**src/mcbe_pkg.sv**
```systemverilog
// Shared types and constants for the mip chain byte estimator.
`default_nettype none

package mcbe_pkg;

    localparam int IN_DIM_W  = 16;
    localparam int RATIO_W   = 8;
    localparam int TOTAL_W   = 41;

    typedef enum logic [2:0] {
        ST_IDLE,
        ST_AREA,
        ST_RATIO,
        ST_DINIT,
        ST_DIVIDE,
        ST_ACCUM,
        ST_STORE
    } mcbe_state_t;

    typedef struct packed {
        logic load;
        logic mul_area;
        logic mul_ratio;
        logic div_init;
        logic div_step;
        logic accum;
        logic out_load;
    } mcbe_cmd_t;

    typedef struct packed {
        logic zero;
        logic div_done;
        logic last_level;
    } mcbe_status_t;

endpackage

`default_nettype wire

```
**src/mcbe_chan_if.sv**
```systemverilog
// Handshake interfaces for the texture input channel and the estimate output channel.
`default_nettype none

interface mcbe_in_if;
    import mcbe_pkg::*;

    logic                valid;
    logic                ready;
    logic [IN_DIM_W-1:0] width_pixels;
    logic [IN_DIM_W-1:0] height_pixels;
    logic [RATIO_W-1:0]  bpp_numerator;
    logic [RATIO_W-1:0]  bpp_denominator;
    logic                with_mips;

    modport source (
        output valid, width_pixels, height_pixels, bpp_numerator, bpp_denominator,
               with_mips,
        input  ready
    );

    modport sink (
        input  valid, width_pixels, height_pixels, bpp_numerator, bpp_denominator,
               with_mips,
        output ready
    );
endinterface

interface mcbe_out_if;
    import mcbe_pkg::*;

    logic               valid;
    logic               ready;
    logic [TOTAL_W-1:0] total_bytes;

    modport source (
        output valid, total_bytes,
        input  ready
    );

    modport sink (
        input  valid, total_bytes,
        output ready
    );
endinterface

`default_nettype wire

```
**src/mip_chain_byte_estimate.sv**
```systemverilog
// Top level of the mip chain texture byte-size estimator.
//
// One transaction on the texture channel carries a base width and height, a
// bytes-per-pixel ratio as numerator over denominator, and a mipmapped flag.
// One transaction on the estimate channel returns the summed byte count, with
// each mip level rounded up on its own.
// Each level runs through width times height, the ratio multiply, setting up
// rounding, the bit-serial restoring divider over a 2*DIM_BITS + 9 bit
// dividend, and a step to accumulate and halve. A texture without mips has
// one level; a mipmapped one has up to DIM_BITS levels. An empty texture, a
// zero numerator or a zero denominator skips the levels and returns zero.
// A new texture is taken only once the previous one has moved into the output
// register, which holds one result while the receiver stalls; the block then
// waits with its next result until that register is free.
// Reset clears the controller and the output valid flag.
`default_nettype none

module mip_chain_byte_estimate #(
    parameter int DIM_BITS = 16
) (
    input  wire logic  clk,
    input  wire logic  rst_n,
    mcbe_in_if.sink    texture,
    mcbe_out_if.source estimate
);
    import mcbe_pkg::*;

    mcbe_cmd_t    cmd;
    mcbe_status_t status;

    mcbe_ctrl u_ctrl (
        .clk       (clk),
        .rst_n     (rst_n),
        .in_valid  (texture.valid),
        .in_ready  (texture.ready),
        .out_valid (estimate.valid),
        .out_ready (estimate.ready),
        .status    (status),
        .cmd       (cmd)
    );

    mcbe_dp #(
        .DIM_BITS (DIM_BITS)
    ) u_dp (
        .clk             (clk),
        .rst_n           (rst_n),
        .cmd             (cmd),
        .status          (status),
        .width_pixels    (texture.width_pixels),
        .height_pixels   (texture.height_pixels),
        .bpp_numerator   (texture.bpp_numerator),
        .bpp_denominator (texture.bpp_denominator),
        .with_mips       (texture.with_mips),
        .total_bytes     (estimate.total_bytes)
    );

endmodule

`default_nettype wire

```
**src/mcbe_ctrl.sv**
```systemverilog
// Controller state machine that sequences the per-level multiply, divide and accumulate.
`default_nettype none

module mcbe_ctrl (
    input  wire logic                  clk,
    input  wire logic                  rst_n,
    input  wire logic                  in_valid,
    output logic                       in_ready,
    output logic                       out_valid,
    input  wire logic                  out_ready,
    input  wire mcbe_pkg::mcbe_status_t status,
    output mcbe_pkg::mcbe_cmd_t        cmd
);
    import mcbe_pkg::*;

    mcbe_state_t state_reg;
    mcbe_state_t state_next;
    logic        out_valid_reg;
    logic        out_valid_next;
    logic        store_fire;
    logic        out_take;

    assign store_fire = (state_reg == ST_STORE) && (!out_valid_reg || out_ready);
    assign out_take   = out_valid_reg && out_ready;
    assign out_valid  = out_valid_reg;

    always_comb
    begin
        state_next = state_reg;
        case (state_reg)
            ST_IDLE:
            begin
                if (in_valid)
                begin
                    state_next = ST_AREA;
                end
            end
            ST_AREA:
            begin
                state_next = status.zero ? ST_STORE : ST_RATIO;
            end
            ST_RATIO:
            begin
                state_next = ST_DINIT;
            end
            ST_DINIT:
            begin
                state_next = ST_DIVIDE;
            end
            ST_DIVIDE:
            begin
                if (status.div_done)
                begin
                    state_next = ST_ACCUM;
                end
            end
            ST_ACCUM:
            begin
                state_next = status.last_level ? ST_STORE : ST_AREA;
            end
            ST_STORE:
            begin
                if (store_fire)
                begin
                    state_next = ST_IDLE;
                end
            end
            default:
            begin
                state_next = ST_IDLE;
            end
        endcase
    end

    always_comb
    begin
        cmd       = '0;
        in_ready  = 1'b0;
        case (state_reg)
            ST_IDLE:
            begin
                in_ready = 1'b1;
                cmd.load = in_valid;
            end
            ST_AREA:   cmd.mul_area  = 1'b1;
            ST_RATIO:  cmd.mul_ratio = 1'b1;
            ST_DINIT:  cmd.div_init  = 1'b1;
            ST_DIVIDE: cmd.div_step  = 1'b1;
            ST_ACCUM:  cmd.accum     = 1'b1;
            ST_STORE:  cmd.out_load  = store_fire;
            default:   cmd           = '0;
        endcase
    end

    always_comb
    begin
        out_valid_next = out_valid_reg;
        if (store_fire)
        begin
            out_valid_next = 1'b1;
        end
        else if (out_take)
        begin
            out_valid_next = 1'b0;
        end
    end

    always_ff @(posedge clk or negedge rst_n)
    begin
        if (!rst_n)
        begin
            state_reg     <= ST_IDLE;
            out_valid_reg <= 1'b0;
        end
        else
        begin
            state_reg     <= state_next;
            out_valid_reg <= out_valid_next;
        end
    end

    a_div_to_accum: assert property (@(posedge clk) disable iff (!rst_n)
        (state_reg == ST_DIVIDE && status.div_done) |=> (state_reg == ST_ACCUM))
        else $error("divider finished but accumulate did not follow");

    a_store_waits: assert property (@(posedge clk) disable iff (!rst_n)
        (state_reg == ST_STORE && out_valid_reg && !out_ready) |=> (state_reg == ST_STORE))
        else $error("result left the store state while the output was still full");

    a_valid_from_store: assert property (@(posedge clk) disable iff (!rst_n)
        $rose(out_valid_reg) |-> $past(state_reg == ST_STORE))
        else $error("output became valid outside the store state");

endmodule

`default_nettype wire

```
**src/mcbe_dp.sv**
```systemverilog
// Datapath with the level dimensions, two multipliers, a restoring divider and the byte sum.
`default_nettype none

module mcbe_dp #(
    parameter int DIM_BITS = 16
) (
    input  wire logic                            clk,
    input  wire logic                            rst_n,
    input  wire mcbe_pkg::mcbe_cmd_t             cmd,
    output mcbe_pkg::mcbe_status_t               status,
    input  wire logic [mcbe_pkg::IN_DIM_W-1:0]   width_pixels,
    input  wire logic [mcbe_pkg::IN_DIM_W-1:0]   height_pixels,
    input  wire logic [mcbe_pkg::RATIO_W-1:0]    bpp_numerator,
    input  wire logic [mcbe_pkg::RATIO_W-1:0]    bpp_denominator,
    input  wire logic                            with_mips,
    output logic [mcbe_pkg::TOTAL_W-1:0]         total_bytes
);
    import mcbe_pkg::*;

    localparam int AREA_W = 2 * DIM_BITS;
    localparam int PROD_W = AREA_W + RATIO_W;
    localparam int DVD_W  = PROD_W + 1;
    localparam int CNT_W  = $clog2(DVD_W);

    logic [DIM_BITS-1:0] w_reg;
    logic [DIM_BITS-1:0] h_reg;
    logic [RATIO_W-1:0]  num_reg;
    logic [RATIO_W-1:0]  den_reg;
    logic                mips_reg;
    logic                zero_reg;
    logic [AREA_W-1:0]   area_reg;
    logic [PROD_W-1:0]   prod_reg;
    logic [RATIO_W-1:0]  rem_reg;
    logic [DVD_W-1:0]    quo_reg;
    logic [CNT_W-1:0]    cnt_reg;
    logic [TOTAL_W-1:0]  total_reg;
    logic [TOTAL_W-1:0]  out_reg;

    logic [RATIO_W:0]    trial;
    logic                fits;
    logic [RATIO_W-1:0]  trial_diff;
    logic [DIM_BITS-1:0] w_half;
    logic [DIM_BITS-1:0] h_half;

    assign trial      = {rem_reg, quo_reg[DVD_W-1]};
    assign trial_diff = trial[RATIO_W-1:0] - den_reg;
    assign fits       = trial >= {1'b0, den_reg};
    assign w_half     = (w_reg >> 1) | DIM_BITS'(w_reg <= DIM_BITS'(1));
    assign h_half     = (h_reg >> 1) | DIM_BITS'(h_reg <= DIM_BITS'(1));

    assign status.zero       = zero_reg;
    assign status.div_done   = (cnt_reg == CNT_W'(DVD_W - 1));
    assign status.last_level = !mips_reg || (w_reg == DIM_BITS'(1) && h_reg == DIM_BITS'(1));
    assign total_bytes       = out_reg;

    always_ff @(posedge clk or negedge rst_n)
    begin
        if (!rst_n)
        begin
            cnt_reg  <= '0;
            zero_reg <= 1'b0;
            mips_reg <= 1'b0;
        end
        else
        begin
            if (cmd.load)
            begin
                zero_reg <= (width_pixels[DIM_BITS-1:0] == '0)
                         || (height_pixels[DIM_BITS-1:0] == '0)
                         || (bpp_numerator == '0) || (bpp_denominator == '0);
                mips_reg <= with_mips;
            end
            if (cmd.div_init)
            begin
                cnt_reg <= '0;
            end
            else if (cmd.div_step)
            begin
                cnt_reg <= cnt_reg + CNT_W'(1);
            end
        end
    end

    always_ff @(posedge clk)
    begin
        if (cmd.load)
        begin
            w_reg     <= width_pixels[DIM_BITS-1:0];
            h_reg     <= height_pixels[DIM_BITS-1:0];
            num_reg   <= bpp_numerator;
            den_reg   <= bpp_denominator;
            total_reg <= '0;
        end
        if (cmd.mul_area)
        begin
            area_reg <= AREA_W'(w_reg) * AREA_W'(h_reg);
        end
        if (cmd.mul_ratio)
        begin
            prod_reg <= PROD_W'(area_reg) * PROD_W'(num_reg);
        end
        if (cmd.div_init)
        begin
            quo_reg <= DVD_W'(prod_reg) + DVD_W'(den_reg) - DVD_W'(1);
            rem_reg <= '0;
        end
        else if (cmd.div_step)
        begin
            quo_reg <= {quo_reg[DVD_W-2:0], fits};
            rem_reg <= fits ? trial_diff : trial[RATIO_W-1:0];
        end
        if (cmd.accum)
        begin
            total_reg <= total_reg + TOTAL_W'(quo_reg);
            w_reg     <= w_half;
            h_reg     <= h_half;
        end
        if (cmd.out_load)
        begin
            out_reg <= total_reg;
        end
    end

    a_load_clears: assert property (@(posedge clk) disable iff (!rst_n)
        cmd.load |=> (total_reg == '0))
        else $error("byte sum not cleared when a transaction was taken");

    a_rem_below_den: assert property (@(posedge clk) disable iff (!rst_n)
        cmd.div_step |=> (rem_reg < den_reg))
        else $error("divider remainder reached the denominator");

    a_dims_nonzero: assert property (@(posedge clk) disable iff (!rst_n)
        (cmd.accum && !zero_reg) |=> (w_reg != '0 && h_reg != '0))
        else $error("level dimension dropped to zero");

endmodule

`default_nettype wire
```
**src/flat_wrapper.sv**
```systemverilog
// flat-port wrapper written by rule: the top's interface ports become plain ports
module mip_chain_byte_estimate_flat import mcbe_pkg::*;
#(
    parameter int DIM_BITS = 16
)
  (clk, rst_n, texture_valid, texture_width_pixels, texture_height_pixels, texture_bpp_numerator, texture_bpp_denominator, texture_with_mips, texture_ready, estimate_valid, estimate_total_bytes, estimate_ready);
  mcbe_in_if texture_i ();
  mcbe_out_if estimate_i ();
  input  wire logic clk;
  input  wire logic rst_n;
  input wire logic [$bits(texture_i.valid)-1:0] texture_valid;
  input wire logic [$bits(texture_i.width_pixels)-1:0] texture_width_pixels;
  input wire logic [$bits(texture_i.height_pixels)-1:0] texture_height_pixels;
  input wire logic [$bits(texture_i.bpp_numerator)-1:0] texture_bpp_numerator;
  input wire logic [$bits(texture_i.bpp_denominator)-1:0] texture_bpp_denominator;
  input wire logic [$bits(texture_i.with_mips)-1:0] texture_with_mips;
  output wire logic [$bits(texture_i.ready)-1:0] texture_ready;
  output wire logic [$bits(estimate_i.valid)-1:0] estimate_valid;
  output wire logic [$bits(estimate_i.total_bytes)-1:0] estimate_total_bytes;
  input wire logic [$bits(estimate_i.ready)-1:0] estimate_ready;
  assign texture_i.valid = texture_valid;
  assign texture_i.width_pixels = texture_width_pixels;
  assign texture_i.height_pixels = texture_height_pixels;
  assign texture_i.bpp_numerator = texture_bpp_numerator;
  assign texture_i.bpp_denominator = texture_bpp_denominator;
  assign texture_i.with_mips = texture_with_mips;
  assign texture_ready = texture_i.ready;
  assign estimate_valid = estimate_i.valid;
  assign estimate_total_bytes = estimate_i.total_bytes;
  assign estimate_i.ready = estimate_ready;
  mip_chain_byte_estimate #(.DIM_BITS(DIM_BITS)) u_core (.clk(clk), .rst_n(rst_n), .texture(texture_i), .estimate(estimate_i));
endmodule
```
**config.mk**
```make
export PLATFORM = sky130hd
export DESIGN_NAME = mip_chain_byte_estimate_flat
export DESIGN_NICKNAME = d
export VERILOG_FILES = /design/src/mcbe_pkg.sv /design/src/mcbe_chan_if.sv /design/src/mip_chain_byte_estimate.sv /design/src/mcbe_ctrl.sv /design/src/mcbe_dp.sv /design/src/flat_wrapper.sv
export SDC_FILE = /design/constraint.sdc
export NUM_CORES = 2
export LEC_CHECK = 0
export BUFFER_PORTS_ARGS = -buffer_cell sky130_fd_sc_hd__buf_2
export CORE_AREA = 2 2 221 223
export CTS_CLUSTER_SIZE = 20
export DETAILED_ROUTE_END_ITERATION = 10
export DIE_AREA = 0 0 223 225
export PLACE_DENSITY = 0.82
export SLEW_MARGIN = 20
export SYNTH_ARGS = -nofsm -noshare
export SYNTH_HDL_FRONTEND = slang
export SYNTH_HIERARCHICAL = 1
export SYNTH_SLANG_ARGS = --single-unit
```
**constraint.sdc**
```tcl
create_clock -name clk -period 14.4 [get_ports clk]
set_input_delay 0.72 -clock clk [delete_from_list [all_inputs] [get_ports clk]]
set_output_delay 0.72 -clock clk [all_outputs]
set_load 0.05 [all_outputs]
```
# After elaboration in Yosys (flattened, before gate mapping)
# Index checks and enable logic that the tools add are counted.
[totals] register_bits=263 input_bits=53 output_inout_bits=43
[op_classes] add_sub_neg=5 mul=2 n_lt_le_gt_ge=3 eq_ne=12 n_mux=27 bitwise=2 n_reduce_logical=19
[op_table] operator="$mux 41" count=4
[op_table] operator="$mux 16" count=4
[op_table] operator="$add 40x8->41" count=1
[op_table] operator="$add 41x41->41" count=1
[op_table] operator="$sub 41x1->41 const B" count=1
[op_table] operator="$mul 32x8->40" count=1
[op_table] operator="$eq 16x1->1 const B" count=2
[op_table] operator="$le 16x1->1 const B" count=2
[op_table] operator="$logic_not 16->1" count=2
[op_table] operator="$mul 16x16->32" count=1
[op_table] operator="$or 15x1->15" count=2
[op_table] operator="$pmux 3 s7" count=1
[op_table] operator="$logic_not 8->1" count=2
[op_table] operator="$mux 3" count=5
[op_table] operator="$mux 6" count=2
[op_table] operator="$mux 1" count=10
[op_table] operator="$eq 3x3->1 const B" count=3
[op_table] operator="$ge 9x8->1" count=1
[op_table] operator="$mux 8" count=1
[op_table] operator="$sub 8x8->8" count=1
[op_table] operator="$add 6x1->6 const B" count=1
[op_table] operator="$eq 3x2->1 const B" count=2
[op_table] operator="$eq 6x6->1 const B" count=1
[op_table] operator="$reduce_bool 2->1" count=3
[op_table] operator="8 further kinds" count=16

# Logic depth before layout (Yosys ltp)
[depth] depth_word=5 mapped_depth=24

# Cells and area by module
# Netlist, hierarchy kept.
[by_module_without_submodules] mod="mcbe_dp" n_inst=1 cells_each=3130 area_each_um2=30574.3
[by_module_without_submodules] mod="mcbe_ctrl" n_inst=1 cells_each=32 area_each_um2=310.3

# Least setup slack after synthesis
# Ideal clock, no wire load.
[synth_path] path_type="register -> register" from="register u_core.u_dp.h_reg[7]" to="register u_core.u_dp.area_reg[31] (data pin)" t_arrival_ns=5.934 t_required_ns=14.140 path_slack_ns=8.207 stages_incl_launch_ff=23 n_path_buf=2 synth_period_minus_slack_ns=6.193 cell_sequence="edfxtp_1 > clkbuf_1 > clkbuf_1 > nand2_1 > fa_1 > inv_1 > fa_1 > fa_1 > fa_1 > fa_1 > inv_1 > fa_1 > inv_1 > ha_1 > a21o_1 > a21oi_1 > or4b_1 > a21oi_1 > a211oi_1 > a311oi_1 > o31ai_1 > a21oi_1 > xnor2_1"
[synth_between] elab_chain_cells=1
[synth_lines] item="start, declared" line="mcbe_dp.sv:26" rtl="logic [DIM_BITS-1:0] h_reg;"
[synth_lines] item="start signal, assigned" line="mcbe_dp.sv:89" rtl="h_reg <= height_pixels[DIM_BITS-1:0];"
[synth_lines] item="start signal, assigned" line="mcbe_dp.sv:116" rtl="h_reg <= h_half;"
[synth_lines] item="$mul 16x16->32" line="mcbe_dp.sv:96" rtl="area_reg <= AREA_W'(w_reg) * AREA_W'(h_reg);"
[synth_lines] item="end signal, assigned" line="mcbe_dp.sv:96"
[synth_lines] item="end, declared" line="mcbe_dp.sv:31" rtl="logic [AREA_W-1:0] area_reg;"
# Every way passes these cells.
# A chain may end at the register's enable or synchronous reset.

# Final worst setup path
[layout_path] from="register u_core.u_dp.w_reg[7]" to="register u_core.u_dp.area_reg[31] (data pin)"
[layout_between] elab_chain_cells=1
[layout_lines] item="start, declared" line="mcbe_dp.sv:25" rtl="logic [DIM_BITS-1:0] w_reg;"
[layout_lines] item="start signal, assigned" line="mcbe_dp.sv:88" rtl="w_reg <= width_pixels[DIM_BITS-1:0];"
[layout_lines] item="start signal, assigned" line="mcbe_dp.sv:115" rtl="w_reg <= w_half;"
[layout_lines] item="$mul 16x16->32" line="mcbe_dp.sv:96"
# Every way passes these cells.

==> metrics.md <==
| Metric | Value |
|---|---|
| Cell Rows | 80 |
| Post-route ant nets | 0 |
| Hold Crit Class | in2reg |
| Drt pass-1 iters | 7 |
| GR Layer Usage met1 | 34.3% |
| Crit path cell chain | nand2_1 > fa_1 > inv_1 > fa_1 > inv_1 > fa_1 > inv_1 > fa_1 > fa_1 > inv_1 > fa_1 > inv_1 > ha_1 > nand3_1 > o2bb2ai_1 > or4b_1 > a21oi_1 > a211oi_1 > a311oi_1 > o31ai_1 > a21oi_1 > xnor2_1 |
| FFs w/ async S/R, synth | 4.56% |
| Detailed Route WL | about 73000 µm |
| Area delta synth->final | 5.98% |
| Post-synthesis cell type count | 83 |
| RSZ-0062 raised after global routing | no |
| Fill cells | 3519 |
| GR Overflow Total | 0 |
| Setup Skew | 0.0150 ns |
| Gpl congestion | approximately 0.97 |
| Die height | 225 µm |
| Final min period | just under 7 ns |
| Starting Density | 65.0% |
| Post-CTS Setup Bufs | 0 |
| Worst Path Required | 14.75 ns |
| Pins Over Slew Limit | 0 |
| HPWL after DPL | 57500 µm |
| Slew headroom | 25.0% |
| Post-synthesis sequential area ratio | 25.1% |
| CTS tree | yes |
| Worst-Skew Late Latency | 0.60 ns |
| Die width | 223 µm |
| # clock sinks | about 260 |
| Cts bufs inserted | 30 |
| Syn avg cell area | 9.77 µm² |
| PortBufs | 95 |
| DIE AREA | between 50000 and 60000 µm² |
| Slowest CP cell | edfxtp_1 |
| Layout cell share with drive strength beyond 1 | 8.07% |
| Final period util | 48.3% |
| GRT Total Usage | 29.5% |
| Mapped Nets | 3853 |
| Post-synthesis register bit count | 263 |
| # setup viols final | 0 |
| Number of flops mapped to enable cells by yosys | 243 |
| H-tree depth | 1 |
| YS warnings | 6 |
| 1st-iter DRT viols | 1527 |
| Slew @ Worst Pin | 1.12 ns |
| Wire length per cell | 19.0 µm |
| Max stage delay on crit path | around 0.87 ns |
| Number of max-cap violations | 0 |
| Setup crit start kind | flip-flop |
| Drc violations | 0 |
| CP Capture Type | flip-flop |
| Hold_ws | 0.313 ns |
| First-pass GRT wire length | 119000 µm |
| Initial antenna violation count | 0 |
| CTS clk-pin slew, worst paths | 0.06 ns |
| Vias | 22700 |
| Most common cell on crit path | fa_1 |
| Post-CTS sizing | 0 |
| Run status | finished clean |
| Area of the core | between 40000 and 50000 µm² |
| Clock Tree Buf Depth | 3 |
| Setup TNS | 0 ns |
| Syn Inst Count | between 3000 and 4000 |
| Worst reg-to-reg setup slack | 7.44 ns |
| Met2 Use GR | 54.3% |
| Post-CTS Hold Buffers | 1 |
| Hold Vio Cnt, Final | 0 |
| Vias/cell | 5.92 |
| Fin nets | ~3900 |
| Num ports | between 90 and 100 |
| Arrival time worst endpoint | 7.31 ns |
| Crit path max fanout | 18 |
| Root Driver | clkbuf_16 |
| Met3 GRT Util | 3.53% |
| Pin count of the biggest net entering global routing | 62 |
| Crit path kind | reg2reg |
| Top Usage Layer GRT | met2 |
| Mapped cell area | 30900 µm² |
| Number of global-route vias before repair | 23800 |
| FMAX | between 100 and 150 MHz |
| Post-synth top flop | edfxtp_1 |
-- synthesized netlist by cell type (all sizes together) (31+ instances only) --
library cell	n	area share [%]
inv	514	6.2
fa	377	24
nand2	353	4.3
and2	269	5.4
ha	261	11
edfxtp	243	24
a21oi	151	2.5
nor2	115	1.4
clkbuf	106	1.3
a21o	91	2.2
xnor2	85	2.4
o21ai	83	1.4
mux2	62	2.3
xor2	50	1.4
nand4	32	0.65
nand3	31	0.52
-- path summary, 6_finish.rpt --
| path | startpoint | end | cells past startpoint |
|---|---|---|---|
| max | u_core/u_dp/w_reg[7] | u_core/u_dp/area_reg[31] | 22 |
| min | texture_bpp_numerator[0] | u_core/u_dp/num_reg[0] | 1 |
| max reg2reg | u_core/u_dp/w_reg[7] | u_core/u_dp/area_reg[31] | 22 |
| min reg2reg | u_core/u_dp/total_reg[16] | u_core/u_dp/total_bytes[16] | 0 |
| max in group asynchronous | rst_n | u_core/u_dp/cnt_reg[5] | 2 |
| min in group asynchronous | rst_n | u_core/u_ctrl/out_valid | 2 |
-- routing by layer --
layer / vias up / part of all wire, %
li1: 10400 / -
met1: 11200 / 38
met2: 785 / 51
met3: 190 / 5.2
met4: 0 / 5.2
met5: - / 0
-- cell families after synthesis --
family | after synthesis | share of synthesized area (%)
simple gates | 921 | 14.8
fa+ha+maj | 638 | 35.0
buf+inv | 635 | 7.87
compound gates | 495 | 10.7
flops | 263 | 25.1
xor+xnor | 135 | 3.83
mux | 75 | 2.68
-- cells in the final DEF (no fill, tap or decap), drive strengths merged, types with 8 or more instances in the layout --
cell | netlist | routed
nand4 | 32 | 32
nor3 | 20 | 20
mux2 | 62 | 62
clkinv | 1 | 17
dfrtp | 12 | 12
nor2 | 115 | 115
xor2 | 50 | 50
buf | 14 | 112
a41oi | 8 | 8
o21bai | 19 | 19
ha | 261 | 261
clkbuf | 106 | 34
nand2b | 21 | 21
a211oi | 25 | 25
a21o | 91 | 91
o21a | 18 | 18
and3 | 12 | 12
xnor2 | 85 | 85
a21oi | 151 | 151
fa | 377 | 377
nor2b | 19 | 19
inv | 514 | 515
dfxtp | 8 | 8
edfxtp | 243 | 243
nor4 | 18 | 18
o21ai | 83 | 83
and2 | 269 | 269
nand2 | 353 | 353
nand3 | 31 | 31
mux2i | 13 | 13
a31oi | 22 | 22
o31ai | 12 | 12
-- critical path, delay by kind of cell, from the launching register on --
kind	cells	cell delay [ns]
adder cells (fa/ha/maj)	7	3.32
XOR/XNOR	1	0.12
AND/OR/NAND/NOR	3	0.48
AO/OA/AOI/OAI	6	1.65
flip-flops	1	0.87
buffers and inverters	5	0.26
-- layout make-up --
cell class	instances	area, µm²	area share, %
sequential	263	7760	23.7
antenna	2	5.00	0.0153
clock inverter	22	163	0.497
clock buffer	34	766	2.34
tap	615	769	2.35
inverter	515	1930	5.91
timing repair buffer	113	621	1.90
multi-input combinational	2264	20700	63.3
-- metrics by stage --
| step | cells | utilization (%) | cell area, µm² | setup WS (ns) |
|---|---|---|---|---|
| finish | 3828 | 68.8 | 32700 | 7.44 |
| global route | 3826 | 68.8 | 32700 | 7.16 |
| CTS | 3825 | 68.8 | 32700 | 7.52 |
| detailed placement | 3768 | 66.8 | 31800 | 7.58 |
| global placement | 3768 | 66.8 | 31800 | 7.73 |
| floorplan | 3162 | - | 30900 | 8.21 |
Power is not shown: default switching activity piles up to over one toggle a cycle in this logic, so the estimate is an artifact.
